File: src/sv/assert_macros.svh
// Assertion macros shared by the post-processor modules.
// Include this file by name inside module bodies that carry assertions.
`ifndef ASSERT_MACROS_SVH
`define ASSERT_MACROS_SVH

// Implication checked on every clock edge outside reset.
`define ASSERT_IMPL(label, clk, rst_n, ante, cons, msg) \
	label: assert property (@(posedge clk) disable iff (!rst_n) (ante) |-> (cons)) \
		else $error(msg);

// Next-cycle implication checked outside reset.
`define ASSERT_NEXT(label, clk, rst_n, ante, cons, msg) \
	label: assert property (@(posedge clk) disable iff (!rst_n) (ante) |=> (cons)) \
		else $error(msg);

`endif

File: src/sv/pmpp_pkg.sv
`timescale 1ns / 1ps
// Package for the power meter post-processor: widths, register indexes and
// the controller-to-datapath command and status types. Depends on nothing.
package pmpp_pkg;

	localparam int RawW   = 24;
	localparam int GainW  = 32;
	localparam int PowW   = 40;
	localparam int HalfW  = 20;
	localparam int AppW   = 41;
	localparam int PfW    = 16;
	localparam int AccW   = 48;
	localparam int SqW    = 82;
	localparam int DivW   = 56;
	localparam int DataW  = 32;
	localparam int AddrW  = 4;

	localparam logic [GainW-1:0] GainReset = 32'h0001_0000;

	// Power factor limits in Q1.15.
	localparam logic signed [PfW-1:0] PfMax = 16'sh7FFF;
	localparam logic signed [PfW-1:0] PfMin = 16'sh8000;

	localparam logic [AddrW-1:0] RegActiveGain   = 4'h0;
	localparam logic [AddrW-1:0] RegReactiveGain = 4'h4;
	localparam logic [AddrW-1:0] RegEnergyGain   = 4'h8;

	// Number of square root iterations (one result bit each) and divide steps.
	localparam int SqrtSteps = 41;
	localparam int DivSteps  = 56;

	typedef struct packed {
		logic load;      // capture the input item
		logic scale;     // scale readings
		logic sq_add;    // low partial squares
		logic sq_hi;     // add the high partial squares
		logic sqrt_init; // start the root
		logic sqrt_step; // one root bit
		logic div_init;  // start the division
		logic div_step;  // one quotient bit
		logic finish;    // form the result and update the accumulator
	} pmpp_cmd_t;

	typedef struct packed {
		logic sqrt_last;
		logic div_last;
	} pmpp_stat_t;

endpackage

File: src/sv/pmpp_ctrl.sv
`timescale 1ns / 1ps
// Controller state machine of the post-processor: sequences the datapath.
// Depends on pmpp_pkg and assert_macros.svh.
module pmpp_ctrl (
	input  logic                clk,
	input  logic                arst_n,
	input  logic                in_valid,
	output logic                in_stall,
	output logic                out_valid,
	input  logic                out_stall,
	output pmpp_pkg::pmpp_cmd_t cmd,
	input  pmpp_pkg::pmpp_stat_t stat
);
	import pmpp_pkg::*;
	`include "assert_macros.svh"

	typedef enum logic [8:0] {
		StIdle  = 9'b0_0000_0001,
		StScale = 9'b0_0000_0010,
		StSum   = 9'b0_0000_0100,
		StSqHi  = 9'b0_0000_1000,
		StSqIni = 9'b0_0001_0000,
		StSqrt  = 9'b0_0010_0000,
		StDvIni = 9'b0_0100_0000,
		StDiv   = 9'b0_1000_0000,
		StFin   = 9'b1_0000_0000
	} state_t;

	state_t state_q, state_d;
	logic   out_valid_q;

	// The output register frees once its transfer completes.
	logic out_free;
	assign out_free = !out_valid_q || !out_stall;
	assign in_stall  = (state_q != StIdle);
	assign out_valid = out_valid_q;

	// Next state and commands.
	always_comb begin
		state_d = state_q;
		cmd = '0;
		case (state_q)
			StIdle: begin
				if (in_valid) begin
					cmd.load = 1'b1;
					state_d = StScale;
				end
			end
			StScale: begin
				cmd.scale = 1'b1;
				state_d = StSum;
			end
			StSum: begin
				cmd.sq_add = 1'b1;
				state_d = StSqHi;
			end
			StSqHi: begin
				cmd.sq_hi = 1'b1;
				state_d = StSqIni;
			end
			StSqIni: begin
				cmd.sqrt_init = 1'b1;
				state_d = StSqrt;
			end
			StSqrt: begin
				cmd.sqrt_step = 1'b1;
				if (stat.sqrt_last) state_d = StDvIni;
			end
			StDvIni: begin
				cmd.div_init = 1'b1;
				state_d = StDiv;
			end
			StDiv: begin
				cmd.div_step = 1'b1;
				if (stat.div_last) state_d = StFin;
			end
			StFin: begin
				if (out_free) begin
					cmd.finish = 1'b1;
					state_d = StIdle;
				end
			end
			default: state_d = StIdle;
		endcase
	end

	// State and output valid registers.
	always_ff @(posedge clk or negedge arst_n) begin
		if (!arst_n) begin
			state_q     <= StIdle;
			out_valid_q <= 1'b0;
		end else begin
			state_q <= state_d;
			if (cmd.finish) out_valid_q <= 1'b1;
			else if (!out_stall) out_valid_q <= 1'b0;
		end
	end

	`ASSERT_IMPL(a_onehot, clk, arst_n, 1'b1, $onehot(state_q), "state not one-hot")
	`ASSERT_IMPL(a_fin_free, clk, arst_n, cmd.finish, out_free, "result overwritten")
	`ASSERT_NEXT(a_fin_valid, clk, arst_n, cmd.finish, out_valid_q, "result not shown")

endmodule

File: config.mk
export PLATFORM = sky130hd
export DESIGN_NAME = pmpp_ctrl
export DESIGN_NICKNAME = d
export VERILOG_FILES = /design/src/sv/pmpp_pkg.sv /design/src/sv/pmpp_ctrl.sv
export VERILOG_INCLUDE_DIRS = /design/src /design/src/sv
export SDC_FILE = /design/constraint.sdc
export NUM_CORES = 1
export LEC_CHECK = 0
export BUFFER_PORTS_ARGS = -buffer_cell sky130_fd_sc_hd__buf_4
export CORE_MARGIN = 2
export CORE_UTILIZATION = 38
export DETAILED_ROUTE_END_ITERATION = 8
export GPL_ROUTABILITY_DRIVEN = 0
export HOLD_SLACK_MARGIN = 0.06
export PLACE_DENSITY = 0.74
export SETUP_SLACK_MARGIN = 0.2
export SYNTH_ARGS = -nofsm -noshare
export SYNTH_HDL_FRONTEND = slang
export SYNTH_SLANG_ARGS = --single-unit
export TNS_END_PERCENT = 100
File: constraint.sdc
create_clock -name clk -period 1.68 [get_ports clk]
set_input_delay 0.252 -clock clk [delete_from_list [all_inputs] [get_ports clk]]
set_output_delay 0.252 -clock clk [all_outputs]
set_load 0.05 [all_outputs]
==> qor.csv <==
stage,metric,value,unit
finish,most frequent cells in the layout,"buf_4, dfrtp_1, buf_8, buf_6",
status,violated checks,setup timing,
pwr,pwr dens,1190,nW/µm²
drt,Vias/cell,5.35,
drt,# DRC,0,
logic_synthesis,Syn Std Cell Area,564,µm²
clock_network,clock-pin slew on the worst setup and hold paths,0.06,ns
finish,area of the multi-input gates,408,µm²
finish,final net count,105,
clock_network,TritonCTS Buffers,3,
job,max-cap violation count,0,
clock_network,H-tree Lvls,1,
pwr,peak supply drop,1170,µV
timing,Rel. slew slack,0.714,
die,row count,13,
timing,Final Cycle Share,1.25,
finish,"most common cell after layout, fill and taps aside",buf_4,
logic_synthesis,Synth warnings,0,
finish,Syn-to-layout area delta,92.5,%
drt,Routed WL per cell,14.3,µm
worst_setup_path,"Req. time, crit path",1.43,ns
worst_setup_path,Critical Path AT,1.85,ns
die,die height,42.5,µm
timing,final hold violations,0,
timing,Tmin final,2.10,ns
clock_network,CTS tree,yes,
timing,fin. max-slew vios,0,
placement,placed cells,102,
clock_network,"Clk Latency, worst-skew pair",0.26,ns
die,Starting Density,0.418,
worst_setup_path,Crit Path Max Fanout,3,
placement,I/O Buffers,16,
finish,non-filler instance count after layout,113,
drt,DRT iter0 DRCs,9,
logic_synthesis,Netlist cell types,24,
status,status,finished with violations,
grt,Total Routing Usage GR,0.199,
finish,FF+latch area,251,µm²
logic_synthesis,Synth Register Bits,10,
finish,Ant. Diodes,0,
grt,initial antenna violation count,0,
pwr,total power,1.30,mW
clock_network,Root Buffer,clkbuf_4,
clock_network,CTS Buffer Depth,2,
timing,Setup-failing EPs final,11,
timing,fmax,477,MHz
logic_synthesis,Avg Inst Size Synth,10.4,µm²
grt,gr ovfl total,0,
logic_synthesis,sequential fraction of the synthesis area,0.446,
drt,Routed Antenna Nets,0,
grt,number of global-route vias before repair,613,
timing,Worst Skew,0.00233,ns
finish,layout cells sized above 1,0.673,
die,Die ar.,1810,µm²
timing,PnR worst setup slack,-0.417,ns
worst_setup_path,CP Capture Type,primary output,
logic_synthesis,post-synthesis cell count,54,
grt,largest net degree at the start of global routing,11,
die,core box area,1350,µm²
grt,first-pass GRT wire length,2680,µm
timing,Slew @ Worst Pin,0.423,ns
die,IO Count,17,
placement,dpl hpwl,1140,µm
drt,DRT Wirelength,1620,µm
pwr,Leakage,0.567,nW
drt,vias,604,
worst_setup_path,Setup CP Type,reg -> out,
timing,RSZ-0062 raised after global routing,yes,
hold_path,HP Class,in -> reg,
finish,Filler cells,76,
drt,first-pass iteration count of the detailed router,4,
worst_setup_path,r2r setup slk,-0.10,ns
worst_setup_path,Startpoint Class,register,
clock_network,Sink Count,10,
die,Die X,42.5,µm
logic_synthesis,syn_nets,60,
worst max-delay path: stages (launching register included):
cell      delay, ns
dfrtp_1        0.41
nor4_4         0.31
nand2b_2       0.09
or4b_4         0.52
nor2_4         0.10
buf_6          0.16
synthesized netlist by cell type:
library cell,count,share of area
dfrtp_1,9,0.40
nor2_1,5,0.033
and2b_2,4,0.062
nor4b_1,4,0.062
inv_1,3,0.020
nand2_1,3,0.020
nor2b_1,3,0.033
nor4_1,3,0.033
a21o_1,2,0.027
and2_1,2,0.022
and4b_1,2,0.035
xor2_1,2,0.031
a211o_1,1,0.016
a211oi_1,1,0.013
a21oi_1,1,0.0089
and3_1,1,0.011
dfstp_2,1,0.047
nand2b_2,1,0.016
nand3_1,1,0.0089
nor4_2,1,0.022
o2bb2ai_1,1,0.016
o32ai_2,1,0.029
or2_2,1,0.011
or4b_4,1,0.024
cells by family (layout without fill, tap and decap cells):
kind of cell    after synthesis  in the layout  share of synthesized area
compound gates                7              7                      0.109
xor+xnor                      2              2                     0.0310
buf+inv                       3             47                     0.0200
flops                        10             10                      0.446
simple gates                 32             32                      0.395
registers in the layout, indices dropped and copies added, names as in the netlist:
name and flops:
state_q 9, out_valid 1
worst paths after layout:
check | start | endpoint | depth (start not counted)
min in group asynchronous | arst_n | state_q[7]$_DFFE_PN0P_ | 2
max | state_q[7]$_DFFE_PN0P_ | cmd[8] | 5
min | in_valid | state_q[0]$_DFFE_PN1P_ | 2
max in group asynchronous | arst_n | state_q[0]$_DFFE_PN1P_ | 2
max reg2reg | state_q[7]$_DFFE_PN0P_ | state_q[0]$_DFFE_PN1P_ | 6
min reg2reg | out_valid$_DFFE_PN0P_ | out_valid$_DFFE_PN0P_ | 2
metal layers:
layer / global-route usage / part of all wire / up-vias
met4: 0.0750 / 0 / 0
met1: 0.269 / 0.42 / 295
met3: 0.0259 / 0.054 / 0
li1: - / - / 286
met5: 0 / 0 / -
met2: 0.323 / 0.52 / 23
power by group:
part | total, mW | internal [mW] | switching [mW]
combinational | 0.801 | 0.392 | 0.409
clock | 0.167 | 0.0915 | 0.0752
sequential | 0.328 | 0.286 | 0.0420
timing repair:
action,CTS,global route
hold buffers,1,0
setup endpoints to repair,14,15
setup buffers,3,3
pin swaps,4,1
hold endpoints to repair,10,0
resized for setup,22,7
per-stage QoR:
step                      setup slack, ns  hold WS [ns]  cell area (µm²)  setup TNS [ns]  utilization
final                              -0.417         0.159             1090           -2.57        0.804
after global routing               -0.491         0.152             1090           -3.34        0.804
after CTS                          -0.437         0.154             1030           -2.40        0.760
after detailed placement           -0.232        0.0880              871          -0.473        0.645
after global placement             -0.219        0.0875              871          -0.433        0.645
after floorplan                    -0.404       -0.0436              604          -0.947            -
cell type report:
class                   instances  area share
flip-flops and latches         10       0.232
clock buffers                   4      0.0242
inverters                       3      0.0104
multi-input cells              41       0.376
well taps                      15      0.0173
repair buffers                 40       0.341
Power figures use the tool's default switching activity.
